--- src/rtl/core/bpa_pkg.sv ---
package bpa_pkg;

  localparam int unsigned MaxOrder = 10;
  localparam int unsigned NumPages = 4096;
  localparam int unsigned PageW    = 12;
  localparam int unsigned LinkW    = PageW + 1;
  localparam int unsigned OrdW     = 4;
  localparam int unsigned CntW     = 11;
  localparam int unsigned SumW     = 17;

  // A link with the top bit set points nowhere.
  localparam logic [LinkW-1:0] LinkNil = {1'b1, {PageW{1'b0}}};

  localparam logic [1:0] StatusOk      = 2'd0;
  localparam logic [1:0] StatusNoBlock = 2'd1;
  localparam logic [1:0] StatusTooBig  = 2'd2;

  localparam logic OpAlloc = 1'b0;
  localparam logic OpFree  = 1'b1;

  typedef struct packed {
    logic             op;
    logic [CntW-1:0]  page_count;
    logic [PageW-1:0] page_index;
  } in_item_t;

  typedef struct packed {
    logic [1:0]       status;
    logic [PageW-1:0] block_start;
  } out_item_t;

  typedef struct packed {
    logic [LinkW-1:0] nxt;
    logic [LinkW-1:0] prv;
    logic             free;
    logic [OrdW-1:0]  order;
  } page_rec_t;

  typedef struct packed {
    logic             en_next;
    logic             en_prev;
    logic             en_free;
    logic             en_order;
    logic [PageW-1:0] addr;
    page_rec_t        data;
  } page_wr_t;

endpackage

--- src/rtl/core/bpa_buddy_unit.sv ---
module bpa_buddy_unit (
  input  logic [bpa_pkg::PageW-1:0] page_i,
  input  logic [bpa_pkg::OrdW-1:0]  order_i,
  output logic [bpa_pkg::SumW-1:0]  upper_o,
  output logic [bpa_pkg::LinkW-1:0] buddy_o
);

  logic [bpa_pkg::SumW:0]   off;
  logic [bpa_pkg::SumW:0]   mask;
  logic [bpa_pkg::SumW:0]   page_ext;
  logic [bpa_pkg::SumW:0]   sum;

  assign page_ext = {{(bpa_pkg::SumW + 1 - bpa_pkg::PageW){1'b0}}, page_i};
  assign off      = (bpa_pkg::SumW + 1)'(1) << order_i;
  assign mask     = (off << 1) - (bpa_pkg::SumW + 1)'(1);
  assign sum      = page_ext + off;
  assign upper_o  = sum[bpa_pkg::SumW-1:0];

  // The upper half of a pair looks down for its buddy, the lower half looks up.
  always_comb begin
    buddy_o = bpa_pkg::LinkNil;
    if ((page_ext & mask) != '0) begin
      if (page_ext >= off) begin
        buddy_o = {1'b0, bpa_pkg::PageW'(page_ext - off)};
      end
    end else if (sum < (bpa_pkg::SumW + 1)'(bpa_pkg::NumPages)) begin
      buddy_o = {1'b0, sum[bpa_pkg::PageW-1:0]};
    end
  end

endmodule

--- config.mk ---
export PLATFORM = sky130hd
export DESIGN_NAME = bpa_buddy_unit
export DESIGN_NICKNAME = d
export VERILOG_FILES = /design/src/rtl/core/bpa_pkg.sv /design/src/rtl/core/bpa_buddy_unit.sv
export SDC_FILE = /design/constraint.sdc
export NUM_CORES = 1
export LEC_CHECK = 0
export ABC_AREA = 1
export BUFFER_PORTS_ARGS = -buffer_cell sky130_fd_sc_hd__buf_2
export CORE_MARGIN = 2
export CORE_UTILIZATION = 30
export DETAILED_ROUTE_END_ITERATION = 16
export PLACE_DENSITY = 0.54
export SLEW_MARGIN = 20
export SYNTH_ARGS = -nofsm -noshare
export SYNTH_HDL_FRONTEND = slang
export SYNTH_SLANG_ARGS = --single-unit
--- constraint.sdc ---
create_clock -name vclk -period 3.65
set_clock_uncertainty 0.1 [all_clocks]
set_input_delay 0.1825 -clock vclk [all_inputs]
set_output_delay 0.1825 -clock vclk [all_outputs]
set_load 0.01 [all_outputs]
== Word-level counts from Yosys, hierarchy flattened ==
Index checks and enable logic that the tools add are counted.

* Bits in registers: 0
* Input port bits: 16
* Word-level logic and storage cells: 11

* Add/sub/neg operators: 3
* Order comparisons: 2
* Shift-type cells: 1
* Multiplexer cells: 3
* Bitwise gates (word level): 1
* Reduce and logical (&&, ||, !) cells: 1

{| class="wikitable"
|+ Operators by type and width
! kind !! number
|-
| $mux 13 || 3
|-
| $add 12x18->18 || 1
|-
| $and 12x18->18 || 1
|-
| $ge 12x18->1 || 1
|-
| $lt 18x13->1 const B || 1
|-
| $reduce_bool 18->1 || 1
|-
| $shl 1x4->18 const A || 1
|-
| $sub 18x1->18 const B || 1
|-
| $sub 12x12->12 || 1
|}

== Longest topological paths before layout ==
Gate-level depths: netlist (run 1).

* Depth in word-level cells: 5
* Depth in mapped cells: 19
* Gate-level depth less buffers: 17

== Least setup slack after synthesis (run 1) ==
No wires, ideal clock.

* Kind: input port to output port
* Start: input port order_i[3] (netlist bit)
* End: output port buddy_o[2] (netlist bit)
* Arrival time: 2.318 ns
* Slack: 1.049 ns
* Stages: 17
* Buffers on the path: 2
* Cell sequence: buf_2 -> nor2_2 -> inv_2 -> nor2_1 -> inv_1 -> ha_1 -> nor2_1 -> nand2_1 -> nand2_1 -> nand2_1 -> nand2_1 -> nand2_1 -> nand4_1 -> nor2_1 -> buf_4 -> nand3_1 -> nand2_1

* Word-level cells in the longest chain between the ends: 5
* Elaborated cells on any way between the ends: 11
* Classes of those cells: add/sub: 3; order compare: 2; shift: 1; mux: 3; bitwise: 1; reduce/logical: 1

{| class="wikitable"
|+ Ends and longest elaborated chain
! what !! line !! RTL
|-
| start, declared || bpa_buddy_unit.sv:3 || <nowiki>input logic [bpa_pkg::OrdW-1:0] order_i,</nowiki>
|-
| $shl 1x4->18 || bpa_buddy_unit.sv:14 || <nowiki>assign off = (bpa_pkg::SumW + 1)'(1) << order_i;</nowiki>
|-
| $add 12x18->18 || bpa_buddy_unit.sv:16 || <nowiki>assign sum = page_ext + off;</nowiki>
|-
| via upper_o (one bit) || bpa_buddy_unit.sv:4 || <nowiki>output logic [bpa_pkg::SumW-1:0] upper_o,</nowiki>
|-
| $lt 18x13->1 || bpa_buddy_unit.sv:26 || <nowiki>end else if (sum < (bpa_pkg::SumW + 1)'(bpa_pkg::NumPages)) begin</nowiki>
|-
| $mux 13 || bpa_buddy_unit.sv:26 ||
|-
| $mux 13 || bpa_buddy_unit.sv:22 || <nowiki>if ((page_ext & mask) != '0) begin</nowiki>
|-
| end, declared || bpa_buddy_unit.sv:5 || <nowiki>output logic [bpa_pkg::LinkW-1:0] buddy_o</nowiki>
|}

The timed path passes the listed nets, and every way through them passes these cells.

== Worst setup path in the final report (run 1) ==
* Start: input port order_i[2] (netlist bit)
* End: output port buddy_o[1] (netlist bit)

* Word-level cells in the longest chain between the ends: 5
* Elaborated cells on any way between the ends: 11
* Classes of those cells: add/sub: 3; order compare: 2; shift: 1; mux: 3; bitwise: 1; reduce/logical: 1

{| class="wikitable"
|+ Ends and longest elaborated chain
! what !! line
|-
| $shl 1x4->18 (*) || bpa_buddy_unit.sv:14
|-
| $add 12x18->18 or $sub 18x1->18 (tied branches) || bpa_buddy_unit.sv:16, bpa_buddy_unit.sv:15
|-
| $lt 18x13->1 or $and 12x18->18 (tied branches) || bpa_buddy_unit.sv:26, bpa_buddy_unit.sv:22
|-
| $mux 13 or $reduce_bool 18->1 (tied branches) || bpa_buddy_unit.sv:26, bpa_buddy_unit.sv:22
|-
| $mux 13 (*) || bpa_buddy_unit.sv:22
|}

Every way passes the cells marked *; elsewhere a longest branch is shown, timed or not.

==> results of run 1 <==
critical path, stage by stage:
cell     delay [ns]
buf_2          0.15
nor2_2         0.22
inv_2          0.09
nor2_1         0.36
inv_1          0.16
ha_1           0.32
nor2_1         0.06
nand2_1        0.07
nand2_1        0.10
nand2_1        0.08
nand2_1        0.11
nand2_1        0.09
nand4_1        0.10
nor2_1         0.18
buf_4          0.21
nand3_1        0.10
nand2_1        0.09
buf_2          0.12
synthesized netlist by cell type, drive strengths merged:
cell    number  share of area (%)
a21o         1               0.36
a21oi       17                4.1
a31oi        1               0.30
and2         1               0.30
buf         12                4.0
conb         1               0.18
fa           2                1.9
ha          28                 17
inv         66                 12
nand2      121                 22
nand3       41                 10
nand3b       2               0.73
nand4       13                3.9
nor2        52                 10
nor3         4               0.97
nor3b        1               0.36
o21ai       11                2.7
o21bai       5                1.8
xnor2        3                1.3
xor2        12                5.1
metrics by stage:
stage	worst slack, ns	hold WS, ns	utilization, %
global placement	0.507	0.727	34.5
CTS	0.561	0.733	34.5
detailed placement	0.565	0.735	34.5
global route	0.264	0.762	34.5
floorplan	1.05	0.417	-
finish	0.573	0.732	34.5
logic make-up after synthesis:
logic type | after synthesis | share of synthesized area (%)
AO/OA/AOI/OAI | 35 | 9.26
XOR/XNOR | 15 | 6.36
adder cells (fa/ha/maj) | 30 | 18.9
buffers and inverters | 78 | 16.0
other | 1 | 0.181
AND/OR/NAND/NOR | 235 | 49.3
area by class of cell:
cell class | instances | area share, %
multi-input cells | 316 | 74.9
inverters | 66 | 10.7
well taps | 80 | 4.32
repair buffers | 46 | 10.0
per-layer routing:
metal,share of wire (%),GRT usage (%),wire length (um),vias to the layer above
li1,-,-,-,1304
met2,44,29.4,2930,88
met5,0,0,0,-
met4,0.53,0.994,35,0
met1,50,25.7,3350,1100
met3,5.0,0.569,331,4
layout by cell type (no fill, tap or decap):
master / synthesis / layout
inv_2: 11 / 11
o21ai_0: 9 / 9
and2_1: 1 / 1
nand3b_1: 2 / 2
nor2_1: 46 / 46
nor3_1: 4 / 4
buf_2: 6 / 45
xnor2_1: 3 / 3
o21ai_1: 2 / 2
o21bai_1: 5 / 5
nor3b_1: 1 / 1
fa_1: 2 / 2
nand2_2: 4 / 4
nand2_1: 117 / 117
a21o_1: 1 / 1
nor2_2: 5 / 5
nand4_1: 13 / 13
conb_1: 1 / 1
ha_1: 28 / 28
a21oi_1: 17 / 17
xor2_1: 12 / 12
nand3_1: 40 / 40
inv_1: 55 / 55
nand3_2: 1 / 1
nor2_4: 1 / 1
buf_4: 4 / 1
a31oi_1: 1 / 1
worst max path at each step:
stage | startpoint | end | slack (ns)
6_report | order_i[2] | buddy_o[1] | 0.57
5_1_grt | order_i[3] | buddy_o[8] | 0.26
4_1_cts | order_i[2] | buddy_o[1] | 0.56
3_5_place_dp | order_i[2] | buddy_o[1] | 0.57
3_3_place_gp | order_i[2] | buddy_o[1] | 0.51
2_1_floorplan | order_i[3] | buddy_o[2] | 1.05
power by group:
part / internal [uW] / switching [uW] / leakage [uW]
combinational: 106 / 195 / 0.00139
sequential: 0 / 0 / 0
clock: 0 / 0 / 0
total: 106 / 195 / 0.00139
==> run metrics, run 1 <==
number of nets in the synthesized netlist 440; Total Wirelength about 6600 um; cell area after layout ~2300 um^2; number of setup violations in the final report 0; pin slew with the least headroom to its limit 0.526 ns; Mapped Avg Cell Area 5.25 um^2; Initial Utilization a little under a third; element type at the critical path start input port; Sum Neg Setup Slack 0 ns; post-synthesis instance total roughly 390; synthesis-to-finish area growth 12.1%; FF/Latch Area 0 um^2; category of the critical setup timing path input port to output port; layout cell share with drive strength beyond 1 15.9%; number of slew-limit violations in the final report 0; hold path endpoint upper_o[1]; total power divided by cell area around 130 nW/um^2; area of the multi-input gates ~1700 um^2; Die Area approximately 7600 um^2; number of search-and-repair iterations in the first detailed-routing pass 5; Critical Path End Type output port; worst hold start page_i[1]; die outline width approximately 87 um; number of warnings issued by yosys 0; clock buffer instance count of the final layout 0; number of port buffers 45; maximum VDD drop between 0.04 and 0.05 mV; Hold Crit Depth 3; worst path arrival time around 2.8 ns; instance count after placement with tap cells included 508; setup repair after global routing missed its margin false; Total Nets Final 476; f_max 325 MHz; post-CTS setup-driven buffer insertion count 0; maximum fanout along the worst path 13; residual overflow from global routing 0; Core Box Area 6720 um^2; detailed placer's ending HPWL a little under 6000 um; Tmin final ~3.1 ns; share of synthesized area occupied by flip-flops and latches 0%; count of standard-cell rows 30; total power roughly 300 uW; maximum number of pins on one net before global-route repair 16; antenna diode count 0; Routability Congestion roughly 0.88; Leakage between 0.001 and 0.0015 uW; via count between 2000 and 2500; number of hold violations in the final report 0; placement-stage cell area approximately 2300 um^2; cell area after synthesis between 2000 and 2500 um^2; CTS Hold Buffers Added 0; Synth cell types 28; Detailed Route Iter0 Violations 161; wire length of the first global-routing pass 10800 um; Fillers between 700 and 800; remaining routing DRC violations 0; die boundary height between 80 and 90 um; GRT Overall Usage between 15 and 20%; detailed-route vias per instance between 4 and 5; number of antenna violations at the first check in global routing 0; worst min path class input port to output port; final standard cell count with taps included and fillers excluded just over 500; Slew Limit Headroom 64.8%; share of the cycle needed by the critical path after routing about 84%; post-route antenna net violation count 0; final sequential cell count 0; post-DR wirelength/cell between 10 and 15 um; data required time at the worst endpoint 3.37 ns; Resized Gates After CTS 0; via count of the first global-routing pass roughly 2300; io pins 46; number of maximum-capacitance constraint violations 0; result of the run completed
No activity file was read; power rests on OpenSTA's default activity.
==> run 2, diff against run 1 <==
--- a/config.mk
+++ b/config.mk
@@ -10,7 +10,7 @@
 export CORE_MARGIN = 2
 export CORE_UTILIZATION = 30
 export DETAILED_ROUTE_END_ITERATION = 16
-export PLACE_DENSITY = 0.54
+export PLACE_DENSITY = 0.56
 export SLEW_MARGIN = 20
 export SYNTH_ARGS = -nofsm -noshare
 export SYNTH_HDL_FRONTEND = slang
==> constraint.sdc (replaced) <==
create_clock -name vclk -period 2.5
set_clock_uncertainty 0.1 [all_clocks]
set_input_delay 0.125 -clock vclk [all_inputs]
set_output_delay 0.125 -clock vclk [all_outputs]
set_load 0.01 [all_outputs]
==> run metrics, run 2 (synthesized netlist as in run 1, its figures left out) <==
result of the run completed (unchanged); Total Nets Final 554 (was 476); setup repair after global routing missed its margin true (was false); via count 2816 (was 2496); number of hold violations in the final report 0 (unchanged); Critical Path End Type output port (unchanged); cell area after layout 3360 um^2 (was 2320 um^2); total buffers and inverters traversed by the critical path 7 (was 5); Die Area 7570 um^2 (unchanged); final core occ 50.1% (was 34.5%); die boundary height 87.0 um (unchanged); maximum fanout along the worst path 7 (was 13); remaining routing DRC violations 0 (unchanged); detailed placer's ending HPWL 6470 um (was 5830 um); fraction of met3 tracks used by global routing 0.0948% (was 0.569%); clock buffer instance count of the final layout 0 (unchanged); placement-stage cell area 2820 um^2 (was 2320 um^2); most frequent cells in the layout 100 x nand2_1, 74 x buf_4, 51 x inv_1 (was 117 x nand2_1, 55 x inv_1, 46 x nor2_1); number of maximum-capacitance constraint violations 0 (unchanged); post-DR wirelength/cell 13.4 um (was 13.1 um); most used routing layer met2 (unchanged); worst path arrival time 2.22 ns (was 2.79 ns); GRT Overall Usage 19.7% (was 17.4%); Tmin final 2.44 ns; Routability Congestion 0.959 (was 0.876); met2 usage 35.0% (was 29.4%); Sum Neg Setup Slack 0 ns (unchanged); share of the cycle needed by the critical path after routing a little over nine tenths; wire length of the first global-routing pass 12200 um (was 10800 um); Total Wirelength 7830 um (was 6650 um); maximum VDD drop 0.0855 mV (was 0.0420 mV); maximum number of pins on one net before global-route repair 16 (unchanged); io pins 46 (unchanged); final sequential cell count 0 (unchanged); synthesis-to-finish area growth 62.8% (was 12.1%); antenna diode count 0 (unchanged); f_max roughly 400 MHz; category of the critical setup timing path input port to output port (unchanged); layout cell share with drive strength beyond 1 41.3% (was 15.9%); total power divided by cell area 191 nW/um^2 (was 130 nW/um^2); number of search-and-repair iterations in the first detailed-routing pass 4 (was 5); number of antenna violations at the first check in global routing 0 (unchanged); global routing met1 resource utilization 27.7% (was 25.7%); Place WS -0.156 ns (was 0.565 ns); FF/Latch Area 0 um^2 (unchanged); count of standard-cell rows 30 (unchanged); CTS Hold Buffers Added 0 (unchanged); post-route antenna net violation count 0 (unchanged); data required time at the worst endpoint 2.28 ns (was 3.37 ns); most common library cell in the layout ignoring fill and taps nand2_1 (unchanged); worst min path class input port to output port (unchanged); number of slew-limit violations in the final report 0 (unchanged); residual overflow from global routing 0 (unchanged); Leakage 0.00186 uW (was 0.00139 uW); smallest setup slack after layout 0.0595 ns (was 0.573 ns); element type at the critical path start input port (unchanged); number of port buffers 45 (unchanged); Core Box Area 6720 um^2 (unchanged); family with the most delay on the worst path simple AND/OR/NAND/NOR gates (unchanged); Detailed Route Iter0 Violations 184 (was 161); via count of the first global-routing pass 2600 (was 2302); number of setup violations in the final report 0 (unchanged); longest individual stage delay on the worst path 0.22 ns (was 0.36 ns); detailed-route vias per instance 4.81 (was 4.91); worst-path cell with the longest stage delay nand4_1 (was nor2_1); cell-by-cell trace of the critical path buf_6, buf_4, nand2_4, inv_2, nand2_2, buf_4, inv_1, ha_1, nor2_1, nor2_1, o21ai_0, nand4_1, nor2_4, buf_6, nand3_1, nand2_1, buf_2 (was buf_2, nor2_2, inv_2, nor2_1, inv_1, ha_1, nor2_1, nand2_1, nand2_1, nand2_1, nand2_1, nand2_1, nand4_1, nor2_1, buf_4, nand3_1, nand2_1, buf_2); Initial Utilization 30.8% (unchanged); die outline width 87.0 um (unchanged)
-- run 2: changes by cell type in the layout (fill, tap and decap cells not counted), sizes merged --
cell    previous run  this run
clkbuf             0         1
inv               66        65
clkinv             0         1
buf               46       123
-- run 2: layer usage --
layer / part of all wire [%] / vias up
met3: 3.8 / 6
met1: 47 / 1267
met5: 0 / -
met4: 0.97 / 0
met2: 48 / 78
li1: - / 1465
-- run 2: layout make-up --
class | count | area (um^2)
Fill cell | 704 | 3350
Inverter | 66 | 258
Multi-Input combinational cell | 316 | 2100
Tap cell | 80 | 100
Timing Repair Buffer | 124 | 902
-- run 2: final timing paths --
path,start,end,cells after the start
hold / removal,order_i[1],upper_o[15],4
setup / recovery,order_i[1],buddy_o[8],17
-- run 2: report_power, final --
group,switching (uW),internal [uW],total (uW)
Combinational,351,293,644
Clock,0,0,0
Sequential,0,0,0
-- run 2: stage by stage --
step,hold slack (ns),power [uW],instances
3_3_place_gp,0.615,526,572
5_1_grt,0.571,707,586
4_1_cts,0.614,553,575
6_report,0.540,644,586
3_5_place_dp,0.615,529,572
2_1_floorplan,0.302,299,394
-- run 2: worst min-delay path, stage by stage --
cell,delay (ns)
buf_6,0.12
nand2_8,0.09
nor2_1,0.05
buf_2,0.13
-- run 2: repair_timing --
item | 4_1_cts | 5_1_grt
pin swaps | 4 | 25
buffers inserted | 2 | 10
setup endpoints to repair | 14 | 17
resized for setup | 26 | 83
cloned | 1 | 1
==> run 3, diff against run 2 <==
--- a/config.mk
+++ b/config.mk
@@ -5,12 +5,11 @@
 export SDC_FILE = /design/constraint.sdc
 export NUM_CORES = 1
 export LEC_CHECK = 0
-export ABC_AREA = 1
 export BUFFER_PORTS_ARGS = -buffer_cell sky130_fd_sc_hd__buf_2
 export CORE_MARGIN = 2
 export CORE_UTILIZATION = 30
 export DETAILED_ROUTE_END_ITERATION = 16
-export PLACE_DENSITY = 0.56
+export PLACE_DENSITY = 0.57
 export SLEW_MARGIN = 20
 export SYNTH_ARGS = -nofsm -noshare
 export SYNTH_HDL_FRONTEND = slang
==> run metrics, run 3 <==
Routability Congestion 0.887 (was 0.959); share of the cycle needed by the critical path after routing 119% (was 97.6%); total power divided by cell area 183 nW/um^2 (was 191 nW/um^2); via count 2631 (was 2816); fraction of the mapped netlist area in simple logic gates 31.5% (was 49.3%); post-route antenna net violation count 0 (unchanged); maximum fanout along the worst path 6 (was 7); Core Box Area 6030 um^2 (was 6720 um^2); number of nets in the synthesized netlist 336 (was 440); multiplexer area fraction after synthesis 0% (unchanged); maximum number of pins on one net before global-route repair 16 (unchanged); post-DR wirelength/cell 14.6 um (was 13.4 um); CTS Hold Buffers Added 0 (unchanged); category of the critical setup timing path input port to output port (unchanged); smallest setup slack after layout -0.483 ns (was 0.0595 ns); worst min path class input port to output port (unchanged); die outline width 83.5 um (was 87.0 um); Total Wirelength 7550 um (was 7830 um); violated checks setup timing; main combinational cell family by area after synthesis compound AO/OA/AOI/OAI gates (was simple AND/OR/NAND/NOR gates); antenna diode count 0 (unchanged); residual overflow from global routing 0 (unchanged); remaining routing DRC violations 0 (unchanged); final sequential cell count 0 (unchanged); synthesis-to-finish area growth 91.0% (was 62.8%); share of synthesized cell area in full adder, half adder and majority cells 20.6% (was 18.9%); Tmin final 2.98 ns (was 2.44 ns); cell area after layout 3620 um^2 (was 3360 um^2); element type at the critical path start input port (unchanged); Initial Utilization 31.5% (was 30.8%); share of synthesized area occupied by flip-flops and latches 0% (unchanged); number of slew-limit violations in the final report 0 (unchanged); die boundary height 83.5 um (was 87.0 um); total power 664 uW (was 644 uW); xor-xnor portion of the synthesized cell area 5.08% (was 6.36%); number of warnings issued by yosys 0 (unchanged); clock buffer instance count of the final layout 0 (unchanged); number of setup violations in the final report 17 (was 0); FF/Latch Area 0 um^2 (unchanged); complex-gate fraction of the synthesized area 33.0% (was 9.26%); post-synthesis instance total 290 (was 394); layout cell share with drive strength beyond 1 54.8% (was 41.3%); number of search-and-repair iterations in the first detailed-routing pass 4 (unchanged); io pins 46 (unchanged); cell types with the largest area share after synthesis ha_1 18%, nor2_1 7.1%, inv_1 5.3% (was nand2_1 21%, ha_1 17%, inv_1 10%); Total Nets Final 490 (was 554); detailed-route vias per instance 5.09 (was 4.81); biggest area consumer among synthesized cells ha_1 (was nand2_1); data required time at the worst endpoint 2.28 ns (about the same); Critical Path End Type output port (unchanged); Synth cell types 62 (was 28); count of standard-cell rows 28 (was 30); Mapped Avg Cell Area 6.54 um^2 (was 5.25 um^2); number of port buffers 45 (unchanged); maximum VDD drop 0.0894 mV (was 0.0855 mV); number of antenna violations at the first check in global routing 0 (unchanged); via count of the first global-routing pass 2751 (was 2600); Detailed Route Iter0 Violations 113 (was 184); Leakage 0.00175 uW (was 0.00186 uW); cell area after synthesis 1900 um^2 (was 2070 um^2); most frequent cells in the layout 112 x buf_4, 35 x buf_2, 30 x nor2_1 (was 100 x nand2_1, 74 x buf_4, 51 x inv_1); f_max 335 MHz (was 410 MHz); most common library cell in the layout ignoring fill and taps buf_4 (was nand2_1); number of hold violations in the final report 0 (unchanged); detailed placer's ending HPWL 5810 um (was 6470 um); worst path arrival time 2.76 ns (was 2.22 ns); share of the synthesized area in the top cell type 18.5% (was 21.2%); wire length of the first global-routing pass 12600 um (was 12200 um); number of maximum-capacitance constraint violations 0 (unchanged); placement-stage cell area 3010 um^2 (was 2820 um^2); result of the run finished, violations left (was completed); cell with the most instances after synthesis nor2_1 (was nand2_1); GRT Overall Usage 21.2% (was 19.7%); most common library cells after synthesis 36 x nor2_1, 28 x ha_1, 27 x inv_1, 24 x nand2_1, 18 x a21oi_1 (was 117 x nand2_1, 55 x inv_1, 46 x nor2_1, 40 x nand3_1, 28 x ha_1); setup repair after global routing missed its margin true (unchanged); Die Area 6970 um^2 (was 7570 um^2)
[run 3: changes by cell type after synthesis, moves of 11 or more]
cell      delta
nand3_1     -33
nand4_1     -11
nand2_1     -93
o211ai_1    +11
nand2b_1    +11
inv_2       -11
inv_1       -28
[run 3: routing by layer]
metal  GRT usage [%]  part of all wire, %
met1            28.1                   46
met2            39.8                   50
met3           0.297                  2.6
met4            1.91                 0.94
met5               0                    0
[run 3: logic make-up after synthesis]
group                      Yosys count
adders and majority gates           30
xor gates and xnor gates            11
other                                1
buffers and inverters               45
and+or+nand+nor                    120
AOI/OAI and AO/OA                   83
[run 3: per-stage QoR]
stage	hold slack [ns]	TNS, ns	setup slack, ns	util, %	std cells
after floorplan	0.379	-3.73	-0.335	-	290
after global placement	0.716	-11.37	-0.792	49.9	497
after detailed placement	0.721	-11.90	-0.827	49.9	497
after CTS	0.727	-6.79	-0.483	59.1	519
after global routing	0.774	-8.72	-0.610	60.1	517
final	0.735	-6.71	-0.483	60.1	517
[run 3: final cells by class]
class	count	area, um^2
Timing Repair Buffer	170	1290
Fill cell	539	2400
Inverter	27	101
Multi-Input combinational cell	245	2140
Tap cell	75	93.8
[run 3: power by group]
part | internal, uW | total, uW | switching (uW)
Clock | 0 | 0 | 0
Sequential | 0 | 0 | 0
Combinational | 348 | 664 | 316
Total | 348 | 664 | 316
[run 3: path summary, 6_finish.rpt]
check             cells after the start  slack (ns)       start           to
setup / recovery                     14       -0.48  order_i[3]  buddy_o[10]
hold / removal                        5        0.74   page_i[1]   buddy_o[1]
[run 3: repair_timing]
item	in CTS	in global routing
setup buffers	23	2
resized for setup	80	21
setup endpoints to repair	22	21
endpoints found under the hold margin	0	0
pin swaps	33	17
[run 3: critical path, stage by stage]
cell and delay, ns:
buf_8 0.10, buf_6 0.11, nor2b_4 0.16, nand2_2 0.11
ha_4 0.23, or3_4 0.38, a211oi_2 0.17, o41ai_2 0.11
a21bo_2 0.25, a2111oi_4 0.31, buf_4 0.22, o21a_4 0.18
a22o_1 0.16, buf_2 0.13
